File: config.mk
export PLATFORM = sky130hd
export DESIGN_NAME = meter_load_disconnect_control_core_flat
export DESIGN_NICKNAME = d
export VERILOG_FILES = /design/src/sv/mldc_pkg.sv /design/src/sv/mldc_cmd_if.sv /design/src/sv/mldc_rsp_if.sv /design/src/sv/mldc_cfg_regs.sv /design/src/sv/mldc_step_logic.sv /design/src/sv/meter_load_disconnect_control_core.sv /design/src/flat_wrapper.sv
export SDC_FILE = /design/constraint.sdc
export NUM_CORES = 1
export LEC_CHECK = 0
export BUFFER_PORTS_ARGS = -buffer_cell sky130_fd_sc_hd__buf_2
export CAP_MARGIN = 20
export CORE_MARGIN = 10
export CORE_UTILIZATION = 55
export CTS_BUF_LIST = sky130_fd_sc_hd__clkbuf_16
export CTS_CLUSTER_SIZE = 14
export DETAILED_ROUTE_END_ITERATION = 12
export PLACE_DENSITY = 0.83
export SYNTH_ARGS = -nofsm -noshare
export SYNTH_HDL_FRONTEND = slang
export SYNTH_SLANG_ARGS = --single-unit
File: constraint.sdc
create_clock -name clk -period 16.45 [get_ports clk]
set_input_delay 2.4675 -clock clk [delete_from_list [all_inputs] [get_ports clk]]
set_output_delay 2.4675 -clock clk [all_outputs]
set_load 0.05 [all_outputs]
File: src/sv/mldc_pkg.sv
`timescale 1ns / 1ps
`default_nettype none

package mldc_pkg;

  // Ticks counted after reset before the control rules run
  localparam int STARTUP_SKIP_TICKS = 5;
  localparam int SKIP_W             = 3;
  localparam logic [SKIP_W-1:0] SKIP_DONE = SKIP_W'(STARTUP_SKIP_TICKS);

  // Request kinds
  localparam logic [1:0] REQ_TICK    = 2'd0;
  localparam logic [1:0] REQ_TRIP    = 2'd1;
  localparam logic [1:0] REQ_RESTORE = 2'd2;

  // Configuration port
  localparam int CFG_IDX_W  = 3;
  localparam int CFG_DATA_W = 16;
  localparam logic [CFG_IDX_W-1:0] CFG_CONTROL_MODE    = 3'd0;
  localparam logic [CFG_IDX_W-1:0] CFG_NORMAL_WAIT     = 3'd1;
  localparam logic [CFG_IDX_W-1:0] CFG_LOCKOUT_WAIT    = 3'd2;
  localparam logic [CFG_IDX_W-1:0] CFG_LOAD_CHECK      = 3'd3;
  localparam logic [CFG_IDX_W-1:0] CFG_RECONNECT_LIMIT = 3'd4;

  // Disconnect control modes
  localparam logic [2:0] MODE_0       = 3'd0;
  localparam logic [2:0] MODE_1       = 3'd1;
  localparam logic [2:0] MODE_2       = 3'd2;
  localparam logic [2:0] MODE_4       = 3'd4;
  localparam logic [2:0] MODE_5       = 3'd5;
  localparam logic [2:0] MODE_6       = 3'd6;
  localparam logic [2:0] MODE_INVALID = 3'd7;
  localparam logic [2:0] MODE_RESET   = MODE_6;

  // Control state, one-hot internally
  typedef enum logic [2:0] {
    CS_DISC  = 3'b001,
    CS_CONN  = 3'b010,
    CS_READY = 3'b100
  } cstate_t;

  // Reported control state codes
  localparam logic [1:0] STATE_CODE_DISC  = 2'd0;
  localparam logic [1:0] STATE_CODE_CONN  = 2'd1;
  localparam logic [1:0] STATE_CODE_READY = 2'd2;

  typedef struct packed {
    logic [2:0]  control_mode;
    logic [15:0] normal_wait_time;
    logic [15:0] lockout_wait_time;
    logic [15:0] load_check_time;
    logic [7:0]  reconnect_limit;
  } cfg_t;

  typedef struct packed {
    logic [1:0] req_type;
    logic       overload_event;
    logic       overcurrent_event;
    logic       overload_live;
    logic       overcurrent_live;
    logic       overload_registered;
    logic       overcurrent_registered;
    logic       remote_connect;
    logic       manual_connect;
  } item_t;

  typedef struct packed {
    cstate_t           ctrl_state;
    logic              latch_is_open;
    logic              local_wants_disconnect;
    logic [15:0]       wait_counter;
    logic [15:0]       check_counter;
    logic [7:0]        reconnect_tally;
    logic [SKIP_W-1:0] startup_skip;
  } state_t;

  typedef struct packed {
    logic       latch_open;
    logic [1:0] control_state;
    logic       latch_changed;
    logic       state_changed;
  } result_t;

  function automatic logic [1:0] state_code(cstate_t s);
    logic [1:0] code;
    unique case (s)
      CS_DISC:  code = STATE_CODE_DISC;
      CS_CONN:  code = STATE_CODE_CONN;
      CS_READY: code = STATE_CODE_READY;
      default:  code = STATE_CODE_DISC;
    endcase
    return code;
  endfunction

endpackage

`default_nettype wire

File: src/sv/mldc_cmd_if.sv
`timescale 1ns / 1ps
`default_nettype none

interface mldc_cmd_if;
  logic       valid;
  logic       ready;
  logic [1:0] req_type;
  logic       overload_event;
  logic       overcurrent_event;
  logic       overload_live;
  logic       overcurrent_live;
  logic       overload_registered;
  logic       overcurrent_registered;
  logic       remote_connect;
  logic       manual_connect;

  modport source (
    output valid, req_type, overload_event, overcurrent_event, overload_live,
           overcurrent_live, overload_registered, overcurrent_registered,
           remote_connect, manual_connect,
    input  ready
  );

  modport sink (
    input  valid, req_type, overload_event, overcurrent_event, overload_live,
           overcurrent_live, overload_registered, overcurrent_registered,
           remote_connect, manual_connect,
    output ready
  );
endinterface

`default_nettype wire

File: src/sv/mldc_rsp_if.sv
`timescale 1ns / 1ps
`default_nettype none

interface mldc_rsp_if;
  logic       valid;
  logic       ready;
  logic       latch_open;
  logic [1:0] control_state;
  logic       latch_changed;
  logic       state_changed;

  modport source (
    output valid, latch_open, control_state, latch_changed, state_changed,
    input  ready
  );

  modport sink (
    input  valid, latch_open, control_state, latch_changed, state_changed,
    output ready
  );
endinterface

`default_nettype wire

File: src/sv/mldc_cfg_regs.sv
`timescale 1ns / 1ps
`default_nettype none

module mldc_cfg_regs (
  input  wire logic                           clk,
  input  wire logic                           rst,
  input  wire logic                           cfg_we,
  input  wire logic [mldc_pkg::CFG_IDX_W-1:0]  cfg_index,
  input  wire logic [mldc_pkg::CFG_DATA_W-1:0] cfg_data,
  output mldc_pkg::cfg_t                      cfg
);

  always_ff @(posedge clk) begin
    if (rst) begin
      cfg.control_mode      <= mldc_pkg::MODE_RESET;
      cfg.normal_wait_time  <= '0;
      cfg.lockout_wait_time <= '0;
      cfg.load_check_time   <= '0;
      cfg.reconnect_limit   <= '0;
    end else if (cfg_we) begin
      // drop writes to indexes past the register list
      unique case (cfg_index)
        mldc_pkg::CFG_CONTROL_MODE:    cfg.control_mode      <= cfg_data[2:0];
        mldc_pkg::CFG_NORMAL_WAIT:     cfg.normal_wait_time  <= cfg_data;
        mldc_pkg::CFG_LOCKOUT_WAIT:    cfg.lockout_wait_time <= cfg_data;
        mldc_pkg::CFG_LOAD_CHECK:      cfg.load_check_time   <= cfg_data;
        mldc_pkg::CFG_RECONNECT_LIMIT: cfg.reconnect_limit   <= cfg_data[7:0];
        default: ;
      endcase
    end
  end

endmodule

`default_nettype wire

File: src/sv/mldc_step_logic.sv
`timescale 1ns / 1ps
`default_nettype none

module mldc_step_logic (
  input  wire mldc_pkg::state_t  st,
  input  wire mldc_pkg::cfg_t    cfg,
  input  wire mldc_pkg::item_t   item,
  output mldc_pkg::state_t       st_next,
  output mldc_pkg::result_t      res
);

  logic fault;
  logic local_conn;
  logic man_rule;
  logic loc_rule;
  logic local_ok;

  assign fault = (item.overload_event && item.overload_live) ||
                 (item.overcurrent_event && item.overcurrent_live);

  always_comb begin
    st_next    = st;
    local_conn = 1'b1;
    man_rule   = 1'b0;
    loc_rule   = 1'b0;
    local_ok   = 1'b0;

    unique case (item.req_type)
      mldc_pkg::REQ_TICK: begin
        if (st.startup_skip < mldc_pkg::SKIP_DONE) begin
          st_next.startup_skip = st.startup_skip + 1'b1;
        end
        if (st_next.startup_skip >= mldc_pkg::SKIP_DONE) begin
          // load check: decrement on a live monitored fault, else reload
          if (st.check_counter != 16'd0) begin
            if (fault) begin
              st_next.check_counter = st.check_counter - 16'd1;
            end else begin
              st_next.check_counter = cfg.load_check_time;
            end
            if (st_next.check_counter == 16'd0) begin
              st_next.reconnect_tally = st.reconnect_tally + 8'd1;
              if (st_next.reconnect_tally < cfg.reconnect_limit) begin
                st_next.wait_counter = cfg.normal_wait_time;
              end else if (st_next.reconnect_tally == cfg.reconnect_limit) begin
                st_next.wait_counter = cfg.lockout_wait_time;
              end else begin
                st_next.reconnect_tally = 8'd0;
                st_next.wait_counter    = cfg.normal_wait_time;
              end
              st_next.local_wants_disconnect = 1'b1;
            end
          end
          // wait timer: on expiry start the load check and release the request
          if (st_next.wait_counter != 16'd0) begin
            st_next.wait_counter = st_next.wait_counter - 16'd1;
            if (st_next.wait_counter == 16'd0) begin
              st_next.check_counter          = cfg.load_check_time;
              st_next.local_wants_disconnect = 1'b0;
            end
          end

          local_conn = !st_next.local_wants_disconnect;
          if (cfg.control_mode == mldc_pkg::MODE_0) begin
            st_next.latch_is_open = 1'b0;
            st_next.ctrl_state    = mldc_pkg::CS_CONN;
          end else if (cfg.control_mode != mldc_pkg::MODE_INVALID) begin
            unique case (st.ctrl_state)
              mldc_pkg::CS_DISC: begin
                if (item.remote_connect) begin
                  if (cfg.control_mode == mldc_pkg::MODE_2 ||
                      cfg.control_mode == mldc_pkg::MODE_4) begin
                    st_next.latch_is_open = 1'b0;
                    st_next.ctrl_state    = mldc_pkg::CS_CONN;
                  end else begin
                    st_next.ctrl_state = mldc_pkg::CS_READY;
                  end
                end
              end
              mldc_pkg::CS_READY: begin
                local_ok = (cfg.control_mode == mldc_pkg::MODE_5 ||
                            cfg.control_mode == mldc_pkg::MODE_6) && local_conn;
                if (item.manual_connect || local_ok) begin
                  st_next.latch_is_open = 1'b0;
                  st_next.ctrl_state    = mldc_pkg::CS_CONN;
                end
                if (!item.remote_connect) begin
                  st_next.latch_is_open = 1'b1;
                  st_next.ctrl_state    = mldc_pkg::CS_DISC;
                end
              end
              mldc_pkg::CS_CONN: begin
                man_rule = (cfg.control_mode != mldc_pkg::MODE_6) && !item.manual_connect;
                loc_rule = (cfg.control_mode == mldc_pkg::MODE_1 ||
                            cfg.control_mode == mldc_pkg::MODE_2 ||
                            cfg.control_mode == mldc_pkg::MODE_5 ||
                            cfg.control_mode == mldc_pkg::MODE_6) && !local_conn;
                if (!item.remote_connect) begin
                  st_next.latch_is_open = 1'b1;
                  st_next.ctrl_state    = mldc_pkg::CS_DISC;
                end
                if (man_rule || loc_rule) begin
                  st_next.latch_is_open = 1'b1;
                  st_next.ctrl_state    = mldc_pkg::CS_READY;
                end
              end
              default: ;
            endcase
          end
        end
      end
      mldc_pkg::REQ_TRIP: begin
        // start a new sequence only when no timer runs
        if (st.check_counter == 16'd0 && st.wait_counter == 16'd0) begin
          st_next.wait_counter           = cfg.normal_wait_time;
          st_next.reconnect_tally        = 8'd0;
          st_next.local_wants_disconnect = 1'b1;
        end
      end
      mldc_pkg::REQ_RESTORE: begin
        if (!item.overload_registered && !item.overcurrent_registered) begin
          st_next.wait_counter           = 16'd0;
          st_next.check_counter          = 16'd0;
          st_next.reconnect_tally        = 8'd0;
          st_next.local_wants_disconnect = 1'b0;
        end
      end
      default: ;
    endcase
  end

  // latch, state code, latch changed, state changed
  assign res = {st_next.latch_is_open,
                mldc_pkg::state_code(st_next.ctrl_state),
                st_next.latch_is_open != st.latch_is_open,
                st_next.ctrl_state != st.ctrl_state};

endmodule

`default_nettype wire

File: src/sv/meter_load_disconnect_control_core.sv
`timescale 1ns / 1ps
`default_nettype none

// Supply disconnect controller, DLMS disconnect control modes 0 to 6.
// cmd carries one beat per request: a one-second tick, a local trip or a
// local restore, with the monitoring flags and the remote and manual
// command levels. rsp returns exactly one beat per request: the latch,
// the control state and whether either changed on that request.
// The cfg_we / cfg_index / cfg_data port writes the mode, the wait and
// load-check times and the reconnect limit; write it only while idle.
// A request is captured in the input register, where the next-state logic
// runs against the control registers, and its result is then loaded into
// the result register and offered on rsp. Throughput: one request per
// cycle while rsp does not stall, set by the state update loop through
// the step logic.
// When rsp stalls the result register holds, the input register fills,
// and cmd.ready drops until the result beat is taken.
// Reset (rst, synchronous) puts the controller in connected with the
// latch closed, clears the timers, tally and startup count, restores the
// default configuration (mode 6, zero times and limit) and empties both
// registers. The first four ticks after reset report the state only.

module meter_load_disconnect_control_core (
  input  wire logic                            clk,
  input  wire logic                            rst,
  mldc_cmd_if.sink                             cmd,
  mldc_rsp_if.source                           rsp,
  input  wire logic                            cfg_we,
  input  wire logic [mldc_pkg::CFG_IDX_W-1:0]  cfg_index,
  input  wire logic [mldc_pkg::CFG_DATA_W-1:0] cfg_data
);

  mldc_pkg::cfg_t    cfg;
  mldc_pkg::state_t  st;
  mldc_pkg::state_t  st_next;
  mldc_pkg::item_t   item;
  mldc_pkg::result_t res;
  mldc_pkg::result_t res_q;

  logic item_valid;
  logic res_valid;
  logic advance;

  mldc_cfg_regs u_cfg (
    .clk       (clk),
    .rst       (rst),
    .cfg_we    (cfg_we),
    .cfg_index (cfg_index),
    .cfg_data  (cfg_data),
    .cfg       (cfg)
  );

  mldc_step_logic u_step (
    .st      (st),
    .cfg     (cfg),
    .item    (item),
    .st_next (st_next),
    .res     (res)
  );

  // move the held request on whenever the result register is free
  assign advance   = !res_valid || rsp.ready;
  assign cmd.ready = !item_valid || advance;

  // input register
  always_ff @(posedge clk) begin
    if (rst) begin
      item_valid <= 1'b0;
    end else if (cmd.ready) begin
      item_valid <= cmd.valid;
    end
  end

  always_ff @(posedge clk) begin
    if (cmd.ready && cmd.valid) begin
      item.req_type               <= cmd.req_type;
      item.overload_event         <= cmd.overload_event;
      item.overcurrent_event      <= cmd.overcurrent_event;
      item.overload_live          <= cmd.overload_live;
      item.overcurrent_live       <= cmd.overcurrent_live;
      item.overload_registered    <= cmd.overload_registered;
      item.overcurrent_registered <= cmd.overcurrent_registered;
      item.remote_connect         <= cmd.remote_connect;
      item.manual_connect         <= cmd.manual_connect;
    end
  end

  // controller state: advance once per request as it leaves the input register
  always_ff @(posedge clk) begin
    if (rst) begin
      st.ctrl_state             <= mldc_pkg::CS_CONN;
      st.latch_is_open          <= 1'b0;
      st.local_wants_disconnect <= 1'b0;
      st.wait_counter           <= '0;
      st.check_counter          <= '0;
      st.reconnect_tally        <= '0;
      st.startup_skip           <= '0;
    end else if (item_valid && advance) begin
      st <= st_next;
    end
  end

  // result register: hold while the receiver stalls
  always_ff @(posedge clk) begin
    if (rst) begin
      res_valid <= 1'b0;
    end else if (advance) begin
      res_valid <= item_valid;
    end
  end

  always_ff @(posedge clk) begin
    if (item_valid && advance) begin
      res_q <= res;
    end
  end

  assign rsp.valid         = res_valid;
  assign rsp.latch_open    = res_q.latch_open;
  assign rsp.control_state = res_q.control_state;
  assign rsp.latch_changed = res_q.latch_changed;
  assign rsp.state_changed = res_q.state_changed;

endmodule

`default_nettype wire

File: src/flat_wrapper.sv
// flat-port wrapper written by rule: the top's interface ports become plain ports
module meter_load_disconnect_control_core_flat 
  (clk, rst, cfg_we, cfg_index, cfg_data, cmd_valid, cmd_req_type, cmd_overload_event, cmd_overcurrent_event, cmd_overload_live, cmd_overcurrent_live, cmd_overload_registered, cmd_overcurrent_registered, cmd_remote_connect, cmd_manual_connect, cmd_ready, rsp_valid, rsp_latch_open, rsp_control_state, rsp_latch_changed, rsp_state_changed, rsp_ready);
  mldc_cmd_if cmd_i ();
  mldc_rsp_if rsp_i ();
  input  wire logic clk;
  input  wire logic rst;
  input  wire logic cfg_we;
  input  wire logic [mldc_pkg::CFG_IDX_W-1:0] cfg_index;
  input  wire logic [mldc_pkg::CFG_DATA_W-1:0] cfg_data;
  input wire logic [$bits(cmd_i.valid)-1:0] cmd_valid;
  input wire logic [$bits(cmd_i.req_type)-1:0] cmd_req_type;
  input wire logic [$bits(cmd_i.overload_event)-1:0] cmd_overload_event;
  input wire logic [$bits(cmd_i.overcurrent_event)-1:0] cmd_overcurrent_event;
  input wire logic [$bits(cmd_i.overload_live)-1:0] cmd_overload_live;
  input wire logic [$bits(cmd_i.overcurrent_live)-1:0] cmd_overcurrent_live;
  input wire logic [$bits(cmd_i.overload_registered)-1:0] cmd_overload_registered;
  input wire logic [$bits(cmd_i.overcurrent_registered)-1:0] cmd_overcurrent_registered;
  input wire logic [$bits(cmd_i.remote_connect)-1:0] cmd_remote_connect;
  input wire logic [$bits(cmd_i.manual_connect)-1:0] cmd_manual_connect;
  output wire logic [$bits(cmd_i.ready)-1:0] cmd_ready;
  output wire logic [$bits(rsp_i.valid)-1:0] rsp_valid;
  output wire logic [$bits(rsp_i.latch_open)-1:0] rsp_latch_open;
  output wire logic [$bits(rsp_i.control_state)-1:0] rsp_control_state;
  output wire logic [$bits(rsp_i.latch_changed)-1:0] rsp_latch_changed;
  output wire logic [$bits(rsp_i.state_changed)-1:0] rsp_state_changed;
  input wire logic [$bits(rsp_i.ready)-1:0] rsp_ready;
  assign cmd_i.valid = cmd_valid;
  assign cmd_i.req_type = cmd_req_type;
  assign cmd_i.overload_event = cmd_overload_event;
  assign cmd_i.overcurrent_event = cmd_overcurrent_event;
  assign cmd_i.overload_live = cmd_overload_live;
  assign cmd_i.overcurrent_live = cmd_overcurrent_live;
  assign cmd_i.overload_registered = cmd_overload_registered;
  assign cmd_i.overcurrent_registered = cmd_overcurrent_registered;
  assign cmd_i.remote_connect = cmd_remote_connect;
  assign cmd_i.manual_connect = cmd_manual_connect;
  assign cmd_ready = cmd_i.ready;
  assign rsp_valid = rsp_i.valid;
  assign rsp_latch_open = rsp_i.latch_open;
  assign rsp_control_state = rsp_i.control_state;
  assign rsp_latch_changed = rsp_i.latch_changed;
  assign rsp_state_changed = rsp_i.state_changed;
  assign rsp_i.ready = rsp_ready;
  meter_load_disconnect_control_core u_core (.clk(clk), .rst(rst), .cmd(cmd_i), .rsp(rsp_i), .cfg_we(cfg_we), .cfg_index(cfg_index), .cfg_data(cfg_data));
endmodule
Word level (Yosys, flattened, before mapping) --
Cells that the tools add are included.
Storage, ports and cells: bits of input ports 34, logic and storage cells 144, register bits 124
Operators by class: reductions and logical operators 45, equal/unequal tests 26, add/subtract/negate cells 4, order comparisons 3, mux-type cells 39
Operators with widths (number):
- $mux 41 | 4
- $mux 16 | 7
- $mux 33 | 3
- $logic_not 16->1 | 4
- $pmux 17 s3 | 1
- $mux 45 | 1
- $mux 17 | 2
- $mux 4 | 8
- $mux 8 | 4
- $pmux 16 s2 | 1
- $reduce_bool 16->1 | 2
- $sub 16x1->16 const B | 2
- $pmux 8 s3 | 1
- $eq 3x3->1 const B | 6
- $eq 3x2->1 const B | 5
- $pmux 4 s3 | 1
- $reduce_and 2->1 | 6
- $logic_or 1x1->1 | 10
- $ne 2x2->1 const B | 5
- $eq 3x1->1 const B | 3
- $logic_and 1x1->1 | 9
- $mux 3 | 3
- $add 8x1->8 const B | 1
- $eq 8x8->1 | 1
- 19 further kinds | 27

Longest topological paths before layout --
word-level depth 29, gate-level depth with buffers 28, depth with buffers taken out 24

Cells and area by module --
A second synthesis with hierarchy kept.
Unflattened totals: cells, all modules 1180, area, all modules 9520.4 um^2
Modules (own cells, without submodules):
- mldc_step_logic | area an instance 4414.2 um^2, seq. area each 0.0 um^2, times used 1, cells an instance 730
- meter_load_disconnect_control_core | area an instance 2675.1 um^2, seq. area each 1451.4 um^2, times used 1, cells an instance 233
- mldc_cfg_regs | area an instance 2431.1 um^2, seq. area each 1181.1 um^2, times used 1, cells an instance 217

Least setup slack after synthesis --
OpenSTA, ideal clock, no wires.
path kind reg-to-reg, start point register u_core.st[3] (netlist name), end point register u_core.res_q, in the netlist u_core.rsp.latch_open (data pin), stages on the path, launching flop included 26, path buffers 3, required time 16.176 ns, period minus slack after synthesis 6.353 ns, data arrival time 6.079 ns, setup slack 10.097 ns, path through dfxtp_1 > ha_1 > xor2_1 > ha_1 > and4b_1 > a211oi_1 > a31o_2 > buf_1 > buf_1 > buf_1 > mux2i_1 > nor2_1 > a21oi_1 > ha_1 > or4b_2 > nor3_1 > xor2_1 > or3_1 > nand2_1 > o2111ai_1 > mux2i_1 > nand4_2 > a21oi_2 > a2111oi_4 > o311ai_0 > o211ai_1
RTL lines:
- end signal: assignment | line meter_load_disconnect_control_core.sv:114 | res_q <= res;
- end: declaration | line meter_load_disconnect_control_core.sv:38 | mldc_pkg::result_t res_q;

==> flow_metrics.py <==
metrics = {
    "clocking": {
        "postCtsHoldBufs": 0,
        "htree_levels": 4,
        "cts_tree": "yes",
        "clock_latency_ns": 0.42,
        "cts_buffers": 17,
        "cts_resized": 0,
        "cts_sinks": 124,
        "post-cts-setup-buffer-count": 0,
        "clkTransAtPathRegs_ns": 0.06,
        "cts_root_buffer": "clkbuf_16",
        "ctsLongestPathBuffers": 2,
    },
    "floorplanning": {
        "rows": 43,
        "ios": 41,
        "die_y_um": 140,
        "core_area_um2": 14000,
        "die_x_um": 140,
        "start_util": 0.566,
        "die-area_um2": 19700,
    },
    "synth": {
        "ys_seq_elements": 124,
        "syn_area_um2": 7950,
        "ys_seq_area_frac": 0.331,
        "synthAdderAreaFrac": 0.0362,
        "ys.flop_type": "dfxtp_1",
        "synth_compound_area_frac": 0.217,
        "syn_avg_cell_area_um2": 7.75,
        "yosys_warnings": 0,
        "yosys.area_share.simple": 0.284,
        "syn_nets": 1082,
        "synth_mux_area_frac": 0.0324,
        "synth-xor-area-share": 0.0551,
        "yosys.cell_types.count": 86,
        "async_flop_share": 0,
        "netlist_instances": 1025,
        "synth_top_family_by_area": "simple AND/OR/NAND/NOR gates",
        "synth_edf_count": 15,
    },
    "timing": {
        "slew_violations": 0,
        "tightest_slew_ns": 0.986,
        "tns_ns": 0,
        "finalClockSkew_ns": 0.00908,
        "hold_viol": 0,
        "rsz0062_at_grt": "false",
        "setup_viol": 0,
        "slew_headroom": 0.343,
        "fmax_mhz": 137,
        "finalCritPeriodShare": 0.443,
        "hold_slack_ns": 0.456,
        "finalCriticalPeriod_ns": 7.29,
    },
    "routing": {
        "post-route-drc-count": 0,
        "final_antenna_net_count": 0,
        "wl_um": 21900,
        "viasPerCell": 6.30,
        "first_pass_iters": 5,
        "drtIter0Drc": 718,
        "vias": 7671,
        "routedWlPerCell_um": 18.0,
    },
    "grt": {
        "grt_max_degree": 70,
        "grt_util_all_layers": 0.215,
        "grt_pass1_vias": 6914,
        "grt_overflow": 0,
        "grt_pass1_wl_um": 35400,
        "antenna_found_initial": 0,
    },
    "pwr": {
        "clkPwrFrac": 0.449,
        "swShare": 0.291,
        "combPwrFrac": 0.158,
        "p_leak_uw": 0.00334,
        "seqPwrFrac": 0.394,
        "switching_power_uw": 240,
        "vdd_drop_max_mv": 0.0844,
        "internal_power_uw": 585,
        "powerDensity_nw_per_um2": 94.1,
    },
    "setup_path": {
        "worstSetupStartpointType": "flip-flop",
        "rrSetupSlack_ns": 9.16,
        "required_ns": 16.61,
        "crit_start": "u_core.st[3]",
        "worstPathArrival_ns": 7.44,
        "ff2ff_path_depth": 22,
        "crit_path_max_fanout": 43,
        "end_kind": "flip-flop",
        "r2r_start": "u_core.st[3]",
        "crit_end": "u_core.rsp.latch_open",
        "rr_endpoint": "u_core.rsp.latch_open",
        "critPathKind": "reg2reg",
    },
    "placed_design": {
        "io_buffers": 40,
        "place.gp.congestion": 0.955,
        "dpl.hpwl_um": 15500,
    },
    "final_layout": {
        "area_growth_pct": 10.3,
        "n_fill_cell": 1221,
        "diodes": 0,
        "layout.nets": 1083,
        "layout_common_cells": "nand2_1, dfxtp_1, nor2_1",
        "drive_gt1_frac": 0.110,
        "final_common_cell": "nand2_1",
    },
    "hold_path": {
        "hold_depth": 2,
        "worstHoldPathType": "reg2reg",
    },
    "flow_run": {
        "maxCapViolations": 0,
    },
    "outcome": {
        "status": "completed",
    },
}
-- metrics by stage --
step / cell area [um^2] / cells / utilization / power, uW / setup WS (ns)
floorplan: 7950 / 1025 / - / 424 / 10.10
global placement: 8150 / 1184 / 0.581 / 454 / 9.55
detailed placement: 8160 / 1185 / 0.581 / 456 / 9.30
CTS: 8730 / 1216 / 0.622 / 821 / 9.29
global route: 8770 / 1218 / 0.624 / 855 / 8.59
finish: 8770 / 1218 / 0.624 / 825 / 9.16
-- layout make-up --
cell class / instances / area [um^2] / share of cell area
multi-input cells: 811 / 4970 / 0.567
flip-flops and latches: 124 / 2630 / 0.300
clock buffers: 17 / 425 / 0.0485
repair buffers: 46 / 272 / 0.0310
well taps: 180 / 225 / 0.0257
clock inverters: 14 / 144 / 0.0164
inverters: 26 / 97.6 / 0.0111
-- worst min-delay path by stage --
| stage | start | to | slack, ns |
|---|---|---|---|
| final | u_core.u_cfg.cfg[5] | u_core.u_cfg.cfg[5] | 0.46 |
| after global routing | u_core.u_cfg.cfg[8] | u_core.u_cfg.cfg[8] | 0.48 |
| after CTS | u_core.u_cfg.cfg[1] | u_core.u_cfg.cfg[1] | 0.46 |
| after detailed placement | u_core.u_cfg.cfg[1] | u_core.u_cfg.cfg[1] | 0.45 |
| after global placement | u_core.u_cfg.cfg[8] | u_core.u_cfg.cfg[8] | 0.44 |
| after floorplan | u_core.u_cfg.cfg[1] | u_core.u_cfg.cfg[1] | 0.44 |
-- worst max-delay path, cell delays in order (launching register included) --
cell,delay (ns)
dfxtp_1,0.41
ha_1,0.21
xor2_1,0.21
ha_1,0.28
and4b_1,0.19
a211oi_1,0.34
a31o_2,0.86
mux2i_1,0.28
nor2_1,0.06
a21oi_1,0.30
ha_1,0.57
or4b_2,0.69
nor3_1,0.21
xor2_1,0.10
or3_1,0.33
nand2_1,0.07
o2111ai_1,0.12
mux2i_1,0.21
nand4_2,0.44
a21oi_2,0.45
a2111oi_4,0.13
o311ai_0,0.40
o211ai_1,0.14
-- cells in the mapped netlist, types with 8 or more instances --
cell type	count	area share
dfxtp_1	109	0.27
o21ai_0	23	0.014
nor2_1	106	0.050
nor2b_1	9	0.0071
clkbuf_1	56	0.026
edfxtp_1	15	0.057
xor2_1	23	0.025
nand2b_1	15	0.012
or3_1	9	0.0071
mux2i_1	19	0.024
a21oi_1	94	0.059
inv_1	25	0.012
a211oi_1	21	0.020
o2bb2ai_1	8	0.0088
nor4_1	9	0.0071
ha_1	23	0.036
nor3b_1	15	0.014
nand3_1	28	0.018
xnor2_1	27	0.030
nor3_1	31	0.020
a22oi_1	28	0.026
nand4_1	13	0.010
nand2_1	172	0.081
-- metal layers --
layer / part of all wire / routed length (um) / GRT usage
met5: 0 / 0 / 0
met3: 0.082 / 1800 / 0.0409
met1: 0.44 / 9540 / 0.286
met2: 0.46 / 10200 / 0.340
met4: 0.017 / 376 / 0.0750
-- cell families (layout without fill, tap and decap cells) --
group / after synthesis / after routing
AO/OA/AOI/OAI: 252 / 252
XOR/XNOR: 50 / 50
adder cells (fa/ha/maj): 23 / 23
buffers and inverters: 90 / 103
multiplexers: 25 / 25
AND/OR/NAND/NOR: 461 / 461
flip-flops: 124 / 124
-- sequential cells by signal, summed over array words and instances (netlist names), 2 cells and up --
name and cells:
u_core.item 10, u_core.u_cfg.cfg 59, u_core.rsp.control_state 2, u_core.st 48
-- power groups by stage --
| stage | Combinational, uW | Clock [uW] | Sequential, uW |
|---|---|---|---|
| 2_1_floorplan | 96.3 | 0 | 328 |
| 6_report | 130 | 370 | 325 |
| 3_3_place_gp | 124 | 0 | 330 |
| 3_5_place_dp | 126 | 0 | 331 |
| 4_1_cts | 127 | 371 | 324 |
| 5_1_grt | 143 | 387 | 325 |
No activity file was read; power rests on OpenSTA's default activity.
